## src/rtl/lpht_pkg.sv

```systemverilog
// Package: shared constants, operation and status codes, and controller/datapath structs.
`timescale 1ns / 1ps
`default_nettype none

package lpht_pkg;

  localparam int KEY_W   = 31;
  localparam int FUNC_W  = 2;
  localparam int STAT_W  = 2;
  localparam int SLOT_W  = 5;
  localparam int DIV_CW  = 1;

  localparam int TABLE_SLOTS_DEF  = 32;
  localparam int HOME_MODULUS_DEF = 10;

  localparam logic [FUNC_W-1:0] FN_INSERT = 2'd0;
  localparam logic [FUNC_W-1:0] FN_DELETE = 2'd1;
  localparam logic [FUNC_W-1:0] FN_SEARCH = 2'd2;
  localparam logic [FUNC_W-1:0] FN_UNUSED = 2'd3;

  localparam logic [STAT_W-1:0] ST_OK        = 2'd0;
  localparam logic [STAT_W-1:0] ST_NOT_FOUND = 2'd1;
  localparam logic [STAT_W-1:0] ST_FULL      = 2'd2;
  localparam logic [STAT_W-1:0] ST_INVALID   = 2'd3;

  // Commands from controller to datapath
  typedef struct packed {
    logic              load;       // capture func and key, start residue
    logic              div_step;   // one step of key mod HOME_MODULUS
    logic              scan_init;  // pointer to home slot
    logic              ptr_inc;    // advance pointer
    logic              wr;         // write slot at pointer
    logic              wr_zero;    // write data forced to empty
    logic              res_en;     // present a result next cycle
    logic [STAT_W-1:0] res_st;     // result status
  } cmd_t;

  // Status from datapath to controller
  typedef struct packed {
    logic in_invalid;  // zero key or unused operation at the inputs
    logic div_done;    // current residue step is the last one
    logic home_out;    // home slot at or past the end of the table
    logic hit;         // slot read holds the value looked for
    logic last;        // pointer at the last slot
    logic is_insert;
    logic is_search;
  } sts_t;

endpackage

`default_nettype wire

```

## src/rtl/lpht_ram.sv

```systemverilog
// Generic single-port-write RAM with registered read.
`timescale 1ns / 1ps
`default_nettype none

module lpht_ram #(
  parameter int WIDTH = 31,
  parameter int DEPTH = 32
) (
  input  wire logic                     clk_i,
  input  wire logic                     we_i,
  input  wire logic [$clog2(DEPTH)-1:0] waddr_i,
  input  wire logic [WIDTH-1:0]         wdata_i,
  input  wire logic [$clog2(DEPTH)-1:0] raddr_i,
  output      logic [WIDTH-1:0]         rdata_o
);

  logic [WIDTH-1:0] mem_q [DEPTH];
  logic [WIDTH-1:0] rdata_q;

  always_ff @(posedge clk_i) begin
    if (we_i) begin
      mem_q[waddr_i] <= wdata_i;
    end
    rdata_q <= mem_q[raddr_i];
  end

  assign rdata_o = rdata_q;

endmodule

`default_nettype wire

```

## src/rtl/lpht_ctrl.sv

```systemverilog
// Controller: sequences clear pass, residue, home check and slot scan.
`timescale 1ns / 1ps
`default_nettype none

module lpht_ctrl
  import lpht_pkg::*;
(
  input  wire logic clk_i,
  input  wire logic rst_ni,
  input  wire logic start_i,
  input  wire sts_t sts_i,
  output      cmd_t cmd_o,
  output      logic busy_o
);

  localparam logic [2:0] S_CLR  = 3'd0;
  localparam logic [2:0] S_IDLE = 3'd1;
  localparam logic [2:0] S_DIV  = 3'd2;
  localparam logic [2:0] S_HOME = 3'd3;
  localparam logic [2:0] S_RD   = 3'd4;
  localparam logic [2:0] S_CMP  = 3'd5;

  logic [2:0] state_q, state_d;

  always_comb begin
    state_d = state_q;
    cmd_o   = '0;
    unique case (state_q)
      S_CLR: begin
        cmd_o.wr      = 1'b1;
        cmd_o.wr_zero = 1'b1;
        cmd_o.ptr_inc = 1'b1;
        if (sts_i.last) begin
          state_d = S_IDLE;
        end
      end
      S_IDLE: begin
        if (start_i) begin
          cmd_o.load = 1'b1;
          if (sts_i.in_invalid) begin
            cmd_o.res_en = 1'b1;
            cmd_o.res_st = ST_INVALID;
          end else begin
            state_d = S_DIV;
          end
        end
      end
      S_DIV: begin
        cmd_o.div_step = 1'b1;
        if (sts_i.div_done) begin
          state_d = S_HOME;
        end
      end
      S_HOME: begin
        if (sts_i.home_out) begin
          cmd_o.res_en = 1'b1;
          cmd_o.res_st = sts_i.is_insert ? ST_FULL : ST_NOT_FOUND;
          state_d      = S_IDLE;
        end else begin
          cmd_o.scan_init = 1'b1;
          state_d         = S_RD;
        end
      end
      S_RD: begin
        // wait for registered read data
        state_d = S_CMP;
      end
      S_CMP: begin
        if (sts_i.hit) begin
          cmd_o.wr     = !sts_i.is_search;
          cmd_o.res_en = 1'b1;
          cmd_o.res_st = ST_OK;
          state_d      = S_IDLE;
        end else if (sts_i.last) begin
          cmd_o.res_en = 1'b1;
          cmd_o.res_st = sts_i.is_insert ? ST_FULL : ST_NOT_FOUND;
          state_d      = S_IDLE;
        end else begin
          cmd_o.ptr_inc = 1'b1;
          state_d       = S_RD;
        end
      end
      default: begin
        state_d = S_IDLE;
      end
    endcase
  end

  always_ff @(posedge clk_i or negedge rst_ni) begin
    if (!rst_ni) begin
      state_q <= S_CLR;
    end else begin
      state_q <= state_d;
    end
  end

  assign busy_o = (state_q != S_IDLE);

endmodule

`default_nettype wire

```

## src/rtl/lpht_dp.sv

```systemverilog
// Datapath: operand registers, reciprocal residue, slot pointer, table RAM, result registers.
`timescale 1ns / 1ps
`default_nettype none

module lpht_dp
  import lpht_pkg::*;
#(
  parameter int TABLE_SLOTS  = TABLE_SLOTS_DEF,
  parameter int HOME_MODULUS = HOME_MODULUS_DEF
) (
  input  wire logic              clk_i,
  input  wire logic              rst_ni,
  input  wire logic [FUNC_W-1:0] func_i,
  input  wire logic [KEY_W-1:0]  key_i,
  input  wire cmd_t              cmd_i,
  output      sts_t              sts_o,
  output      logic              done_o,
  output      logic [STAT_W-1:0] status_o,
  output      logic [SLOT_W-1:0] slot_o
);

  localparam int AW  = $clog2(TABLE_SLOTS);
  localparam int RW  = $clog2(HOME_MODULUS);
  localparam int HW  = $clog2(HOME_MODULUS + 1);
  localparam int CW  = (HW > AW + 1) ? HW : AW + 1;
  localparam int PW  = (AW > SLOT_W) ? AW : SLOT_W;
  localparam int PRW = 2 * KEY_W + 1;

  // ceil(2^(KEY_W+RW) / HOME_MODULUS): exact quotient for every KEY_W-bit key
  localparam logic [63:0] MAGIC_WIDE =
    ((64'd1 << (KEY_W + RW)) + 64'(HOME_MODULUS - 1)) / 64'(HOME_MODULUS);
  localparam logic [KEY_W:0] MAGIC = MAGIC_WIDE[KEY_W:0];

  logic [FUNC_W-1:0] func_q;
  logic [KEY_W-1:0]  key_q;
  logic [KEY_W-1:0]  quot_q;
  logic [DIV_CW-1:0] cnt_q;
  logic [RW-1:0]     rem_q, rem_d;
  logic [AW-1:0]     ptr_q;
  logic              done_q;
  logic [STAT_W-1:0] status_q;
  logic [SLOT_W-1:0] slot_q;

  logic [PRW-1:0]    prod;
  logic [KEY_W-1:0]  quot;
  logic [HW-1:0]     home;
  logic [CW-1:0]     home_ext;
  logic [PW-1:0]     ptr_ext;
  logic [KEY_W-1:0]  rdata;
  logic [KEY_W-1:0]  wdata;
  logic [KEY_W-1:0]  target;

  // Quotient by reciprocal multiply in the first step, remainder in the second
  assign prod  = PRW'(key_q) * PRW'(MAGIC);
  assign quot  = KEY_W'(prod >> (KEY_W + RW));
  assign rem_d = RW'(key_q - quot_q * KEY_W'(HOME_MODULUS));

  // A zero residue maps to the modulus itself
  assign home     = (rem_q == '0) ? HW'(HOME_MODULUS) : HW'(rem_q);
  assign home_ext = CW'(home);
  assign ptr_ext  = PW'(ptr_q);

  assign target = (func_q == FN_INSERT) ? '0 : key_q;
  assign wdata  = (cmd_i.wr_zero || func_q != FN_INSERT) ? '0 : key_q;

  lpht_ram #(
    .WIDTH (KEY_W),
    .DEPTH (TABLE_SLOTS)
  ) u_ram (
    .clk_i   (clk_i),
    .we_i    (cmd_i.wr),
    .waddr_i (ptr_q),
    .wdata_i (wdata),
    .raddr_i (ptr_q),
    .rdata_o (rdata)
  );

  always_ff @(posedge clk_i) begin
    if (cmd_i.load) begin
      func_q <= func_i;
      key_q  <= key_i;
    end else if (cmd_i.div_step) begin
      quot_q <= quot;
    end
    if (cmd_i.res_en) begin
      status_q <= cmd_i.res_st;
      slot_q   <= (cmd_i.res_st == ST_OK) ? ptr_ext[SLOT_W-1:0] : '0;
    end
  end

  always_ff @(posedge clk_i or negedge rst_ni) begin
    if (!rst_ni) begin
      cnt_q  <= '0;
      rem_q  <= '0;
      ptr_q  <= '0;
      done_q <= 1'b0;
    end else begin
      done_q <= cmd_i.res_en;
      if (cmd_i.load) begin
        cnt_q <= DIV_CW'(1);
        rem_q <= '0;
      end else if (cmd_i.div_step) begin
        cnt_q <= cnt_q - 1'b1;
        if (cnt_q == '0) begin
          rem_q <= rem_d;
        end
      end
      if (cmd_i.scan_init) begin
        ptr_q <= home_ext[AW-1:0];
      end else if (cmd_i.ptr_inc) begin
        ptr_q <= (ptr_q == AW'(TABLE_SLOTS - 1)) ? '0 : ptr_q + AW'(1);
      end
    end
  end

  always_comb begin
    sts_o            = '0;
    sts_o.in_invalid = (key_i == '0) || (func_i == FN_UNUSED);
    sts_o.div_done   = (cnt_q == '0);
    sts_o.home_out   = (home_ext >= CW'(TABLE_SLOTS));
    sts_o.hit        = (rdata == target);
    sts_o.last       = (ptr_q == AW'(TABLE_SLOTS - 1));
    sts_o.is_insert  = (func_q == FN_INSERT);
    sts_o.is_search  = (func_q == FN_SEARCH);
  end

  assign done_o   = done_q;
  assign status_o = status_q;
  assign slot_o   = slot_q;

endmodule

`default_nettype wire

```

## src/rtl/linear_probe_hash_table_unit.sv

```systemverilog
// Top level: linear-probing hash table of nonzero keys.
`timescale 1ns / 1ps
`default_nettype none

// Open-addressed key table with linear probing from the home slot (key mod
// HOME_MODULUS, a zero residue meaning slot HOME_MODULUS) up to the last slot,
// without wraparound. After reset the block runs a clearing pass over all
// TABLE_SLOTS slots with busy_o high. An item is taken when start_i is high
// and busy_o is low. A zero key or unused operation code returns status
// invalid on done_o in the next cycle and leaves busy_o low. Any other item
// computes the residue in two steps (reciprocal multiply, then subtract),
// then checks the home slot, then probes slots from home on, each through a
// registered RAM read and a compare, until a hit or the last slot (up to
// TABLE_SLOTS - home slots probed, and none when the home slot is
// past the table). The result is shown on done_o, status_o and slot_o for
// exactly one cycle and must be taken then; a new item may be started in
// that same cycle.
module linear_probe_hash_table_unit
  import lpht_pkg::*;
#(
  parameter int TABLE_SLOTS  = TABLE_SLOTS_DEF,
  parameter int HOME_MODULUS = HOME_MODULUS_DEF
) (
  input  wire logic              clk_i,
  input  wire logic              rst_ni,
  input  wire logic              start_i,
  output      logic              busy_o,
  input  wire logic [FUNC_W-1:0] func_i,
  input  wire logic [KEY_W-1:0]  key_i,
  output      logic              done_o,
  output      logic [STAT_W-1:0] status_o,
  output      logic [SLOT_W-1:0] slot_o
);

  cmd_t cmd;
  sts_t sts;

  lpht_ctrl u_ctrl (
    .clk_i   (clk_i),
    .rst_ni  (rst_ni),
    .start_i (start_i),
    .sts_i   (sts),
    .cmd_o   (cmd),
    .busy_o  (busy_o)
  );

  lpht_dp #(
    .TABLE_SLOTS  (TABLE_SLOTS),
    .HOME_MODULUS (HOME_MODULUS)
  ) u_dp (
    .clk_i    (clk_i),
    .rst_ni   (rst_ni),
    .func_i   (func_i),
    .key_i    (key_i),
    .cmd_i    (cmd),
    .sts_o    (sts),
    .done_o   (done_o),
    .status_o (status_o),
    .slot_o   (slot_o)
  );

endmodule

`default_nettype wire

```

## config.mk

```make
export PLATFORM = sky130hd
export DESIGN_NAME = linear_probe_hash_table_unit
export DESIGN_NICKNAME = d
export VERILOG_FILES = /design/src/rtl/lpht_pkg.sv /design/src/rtl/lpht_ram.sv /design/src/rtl/lpht_ctrl.sv /design/src/rtl/lpht_dp.sv /design/src/rtl/linear_probe_hash_table_unit.sv
export SDC_FILE = /design/constraint.sdc
export NUM_CORES = 2
export LEC_CHECK = 0
export BUFFER_PORTS_ARGS = -buffer_cell sky130_fd_sc_hd__buf_2
export CAP_MARGIN = 25
export CORE_MARGIN = 1.5
export CORE_UTILIZATION = 50
export CTS_CLUSTER_SIZE = 8
export DETAILED_ROUTE_END_ITERATION = 8
export GPL_ROUTABILITY_DRIVEN = 0
export PLACE_DENSITY = 0.67
export SLEW_MARGIN = 20
export SYNTH_ARGS = -nofsm -noshare
export SYNTH_HDL_FRONTEND = slang
export SYNTH_SLANG_ARGS = --single-unit
```

## constraint.sdc

```tcl
create_clock -name clk_i -period 8.1 [get_ports clk_i]
set_input_delay 1.215 -clock clk_i [delete_from_list [all_inputs] [get_ports clk_i]]
set_output_delay 1.215 -clock clk_i [all_outputs]
set_load 0.01 [all_outputs]
```

; Yosys cells after proc, flatten, opt, wreduce, memory -nomap -nowiden
; Memories as Yosys holds them, arrays and structs flattened. A register that Yosys moved wholly into a read port is not among the register bits.
; Cells that the tools add are included.
[classes]
add_sub_neg = 3
n_mul = 2
magnitude_cmp = 1
eq_ne = 15
muxes = 38
n_bitwise = 1
reduce_logical = 14
[ops]
columns = cell, count
row1 = 31-bit by 32-bit multiplier with 63-bit output (second input constant), 1
row2 = 31-bit 2-to-1 mux, 2
row3 = 3-bit 2-to-1 mux, 12
row4 = 31-bit == test, 1
row5 = 31-bit zero test, 1
row6 = 28-bit by 3-bit multiplier with 3-bit output (second input constant), 1
row7 = 3-bit case mux with 6 select lines, 1
row8 = 4-bit 2-to-1 mux, 4
row9 = 5-bit 2-to-1 mux, 3
row10 = 1-bit 2-to-1 mux, 13
row11 = 2-bit != test (second input constant), 5
row12 = 3-bit case mux with 3 select lines, 1
row13 = 3-bit by 2-bit == test with 1-bit output (second input constant), 2
row14 = 3-bit == test (second input constant), 2
row15 = 4-bit by 6-bit >= comparator with 1-bit output (second input constant), 1
row16 = 2-bit nonzero test, 3
row17 = 5-bit by 1-bit adder with 5-bit output (second input constant), 1
row18 = 5-bit == test (second input constant), 1
row19 = 2-bit == test (second input constant), 2
row20 = 2-bit zero test, 2
row21 = 4-bit zero test, 1
row22 = 2-bit case mux with 2 select lines, 1
row23 = 2-bit AND reduction, 2
row24 = 4-bit AND reduction, 1
row25 = 9 further kinds, 10
[word_totals]
ff_bits = 82
mem_bits_rw = 992
in_bits = 36
out_inout_bits = 9
wordCells = 85
mem_count = 1
[mem_list]
columns = name, depth, width, rd, rd_clocked_by_memory_dff, write_ports, line_no
row1 = u_dp.u_ram.mem_q, 32, 31, 1, 1, 1, lpht_ram.sv:17  ; logic [WIDTH-1:0] mem_q [DEPTH];

; Longest topological paths before layout
[logic_depth]
depth_word = 7
depth_mapped = 24
mapped_depth_nobuf = 24

; Hierarchy
; Synthesis repeated with hierarchy kept, for this count alone.
[hier_totals]
hier_cells = 3218
hier_area_um2 = 49837.8
[modules_own_cells]
columns = mod, instances, cells_each, area_per_inst_um2, seq_area_each_um2
row1 = lpht_ram, 1, 2192, 39163.8, 30409.2
row2 = lpht_dp, 1, 985, 10329.9, 1566.5
row3 = lpht_ctrl, 1, 41, 344.1, 75.1

; Least setup slack after synthesis
; Ideal clock, no wire load.
[synth_path]
path_type = register to register
start = register u_dp.key_q[7]
end = register u_dp.quot_q[2], data pin
setup_time_ns = 0.260
arrival_ns = 6.075
t_required_ns = 7.840
slack_ns = 1.765
path_stages_with_launch = 23
n_path_buf = 0
synth_period_minus_slack_ns = 6.335
path_cell_list = edfxtp_1 ha_1 inv_1 fa_1 inv_1 fa_1 inv_1 fa_1 fa_1 inv_1 fa_1 fa_1 inv_1 fa_1 inv_1 ha_1 nand4_1 nor2_1 a2111oi_0 a32oi_1 o21ai_0 o221a_2 xnor2_1
[synth_between]
elab_chain_cells = 1
[synth_rtl]
columns = element, line_no
row1 = from (decl), lpht_dp.sv:35  ; logic [KEY_W-1:0] key_q;
row2 = from (signal assigned), lpht_dp.sv:81  ; key_q <= key_i;
row3 = 31-bit by 32-bit multiplier with 63-bit output, lpht_dp.sv:54  ; assign prod = PRW'(key_q) * PRW'(MAGIC);
row4 = net u_dp.prod[37], lpht_dp.sv:44  ; logic [PRW-1:0] prod;
row5 = to (signal assigned), lpht_dp.sv:83  ; quot_q <= quot;
row6 = to (decl), lpht_dp.sv:36  ; logic [KEY_W-1:0] quot_q;
; The timed path passes the listed nets, and every way through them passes these cells.
; A chain may end at the register's enable or synchronous reset.

; Worst setup path in the final report
[layout_path]
start = register u_dp.key_q[7]
end = register u_dp.quot_q[1], data pin
; Same word-level chain as after synthesis.

==> out/qor.txt <==
Vert. Die Dim: 314 um
Period utilisation layout: 85.2%
Total clock sinks: 1080
TNS Setup: 0 ns
Storage cell area: 32100 sq um
Yosys warnings: 0
Worst endpoint required time: 8.58 ns
Final min period: 6.90 ns
Min Hold Slack: 0.376 ns
Met1 usage: 36.5%
Die area: 98700 sq um
HP Class: in2async
CP Capture Type: flip-flop
# Max-Cap Violations: 0
Ant diodes: 0
Nets: 3181
Drt pass-1 iters: 7
CTS tree: done
Crit start category: flip-flop
HPWL after DPL: 77000 um
Busiest grt layer: met2
WS Path Type: reg2reg
Site Rows: 113
Final setup violation count: 0
Worst Path Arrival: 7.38 ns
Drt wl/cell: 30.8 um
Met3 GRT Util: 5.78%
H-tree depth: 4
Yosys reg bits: 1080
Grt ovf: 0
Clk buf depth: 3
P&R area growth vs syn: 14.8%
Status: finished, violations left
CP Max Fanout: 8
Aggregate routed wire length: 128000 um
Post-Synthesis Cells: 2602
DR vias: 25600
Io pins: 45
Netlist Area Pre-Place: 48400 sq um
Hold_buf cts: 0
I/O Buffers: 44
Initial antenna violation count: 3
Slew Limit Fails: 0
Area of the multi-input gates: 15300 sq um
Root Buffer: clkbuf_16
Clk Latency, worst-skew pair: 0.75 ns
Reg clk slew, reported paths: 0.05 ns
M2 GR Usage: 42.0%
Core area: 95400 sq um
Yosys top cell area share: 64.2%
Synth top area cells: edfxtp_1, mux4_2, fa_1, ha_1, inv_1
DRC: 1
Post-CTS setup buffers: 0
Cells resized by post-CTS repair: 0
Global-route wire length before repair: 184000 um
CTS Buf Count: 154
EDFF count, synth: 1035
Failing checks: design-rule violations
Vias per cell: 6.18
Initial DRC count: 3225
Syn_area_per_cell: 18.6 sq um
Sequential share of the synthesized area: 66.2%
Die span in x: 314 um
Initial Util: 50.7%
Unrepaired setup endpoints after global routing: false
Leading area contributor after synthesis: edfxtp_1
ANT nets after route: 0
Fmax: 145 MHz
Distinct cells, synth: 54
Largest net degree at the start of global routing: 134
Clock Skews: 0.0368 ns
Total track usage: 26.4%
Post-Syn Nets: 3006
Rel. slew slack: 27.1%
FFs w/ async S/R, synth: 1.30%
Fill count: 6953
Main flop type after synthesis: edfxtp_1
Share of layout cells above drive strength 1: 21.1%
Vias in the first global route: 26500
Final Hold Vio Count: 0
Worst-margin pin slew: 1.09 ns
-- cell type report --
cell class,count,share of cell area (%)
Timing Repair Buffer,121,2.07
Sequential cell,1080,57.7
Inverter,258,1.74
Multi-Input combinational cell,1162,27.5
Tap cell,1265,2.85
Clock buffer,235,7.53
Clock inverter,18,0.586
-- routing by layer --
metal	vias up	wire length (um)
met3	204	11600
met1	13600	51000
met5	-	0
li1	10500	-
met4	0	3810
met2	1303	61200
-- cell families (layout without fill, tap and decap cells) --
kind of cell	Yosys count	after routing	synth area share (%)
xor+xnor	42	42	0.760
compound gates	236	236	3.49
flops	1080	1080	66.2
mux	248	248	11.5
fa+ha+maj	368	368	12.2
buf+inv	360	632	2.85
simple gates	268	268	2.91
-- final timing paths --
kind                       cells past startpoint  slack, ns                      start                            end
max reg2reg                                   22       1.20    u_dp.key_q[7]$_DFFE_PP_       u_dp.quot_q[1]$_DFFE_PP_
max                                           22       1.20    u_dp.key_q[7]$_DFFE_PP_       u_dp.quot_q[1]$_DFFE_PP_
min in group clk_i                             2       0.57  u_dp.rem_q[3]$_DFFE_PN0P_      u_dp.rem_q[3]$_DFFE_PN0P_
min                                            1       0.38                     rst_ni  u_ctrl.state_q[0]$_DFFE_PN0P_
min reg2reg                                    2       0.57  u_dp.rem_q[3]$_DFFE_PN0P_      u_dp.rem_q[3]$_DFFE_PN0P_
max in group asynchronous                      1       7.45                     rst_ni    u_dp.ptr_ext[1]$_DFFE_PN0P_
-- Yosys cell counts, drive strengths merged, types with 3 or more instances --
library cell and number:
nand4 40, nor4 11, xor2 7, nand2 32, a31oi 16, and3 4
a21o 6, edfxtp 1035, ha 194, fa 174, clkbuf 62, mux4 248
dfrtp 14, o21ai 20, nor4bb 14, nor2 91, o32ai 14, nand2b 3
nand3 13, dfxtp 31, a22oi 125, xnor2 35, or3 5, and2 37
a2111oi 3, inv 257, nor3 12, a21oi 29, o31ai 3, buf 40
or2 3
-- worst max-delay path, cell delays in order (launching register included) --
cell and delay (ns):
edfxtp_1 0.52, ha_1 0.36, inv_1 0.06, fa_1 0.54, inv_1 0.12, fa_1 0.64, inv_1 0.09, fa_1 0.41
fa_1 0.56, inv_1 0.06, fa_1 0.49, fa_1 0.50, inv_1 0.05, fa_1 0.51, inv_1 0.05, ha_1 0.28
nand4_1 0.14, nor2_1 0.06, a2111oi_0 0.42, a32oi_1 0.16, o21ai_0 0.31, o21ai_0 0.16, xnor2_1 0.17
-- sequential cells by signal, indices dropped and copies added (netlist names) --
name and cells:
u_dp.slot_o 5, u_dp.rem_q 4, u_dp.func_q 2, u_dp.u_ram.mem_q 992, u_dp.key_q 31, u_ctrl.state_q 3
u_dp.u_ram.rdata_o 31, u_dp.ptr_ext 5, u_dp.done_o 1, u_dp.cnt_q 1, u_dp.quot_q 3, u_dp.status_o 2
-- cell usage in the layout (no fill, tap or decap), drive strengths merged, types with 3 or more instances in the layout --
cell	n
edfxtp	1035
inv	261
nor2	91
mux4	248
o31ai	3
xnor2	35
nand2b	3
nor3	12
and3	4
a31oi	16
nor4	11
nor4bb	14
dfxtp	31
buf	121
xor2	7
a22oi	125
a2111oi	3
or3	5
o21ai	20
nand3	13
or2	3
o32ai	14
clkbuf	235
nand4	40
dfrtp	14
fa	174
clkinv	14
a21oi	29
ha	194
and2	37
a21o	6
nand2	32
-- metrics by stage --
| step | area, sq um | setup WS [ns] | instances | util, % |
|---|---|---|---|---|
| floorplan | 48400 | 1.77 | 2602 | - |
| global placement | 50500 | 1.34 | 3860 | 52.9 |
| detailed placement | 50800 | 1.21 | 3874 | 53.3 |
| CTS | 55300 | 1.22 | 4127 | 58.0 |
| global route | 55500 | 0.884 | 4139 | 58.2 |
| finish | 55500 | 1.20 | 4139 | 58.2 |
Power is not shown: default switching activity piles up to over one toggle a cycle in this logic, so the estimate is an artifact.
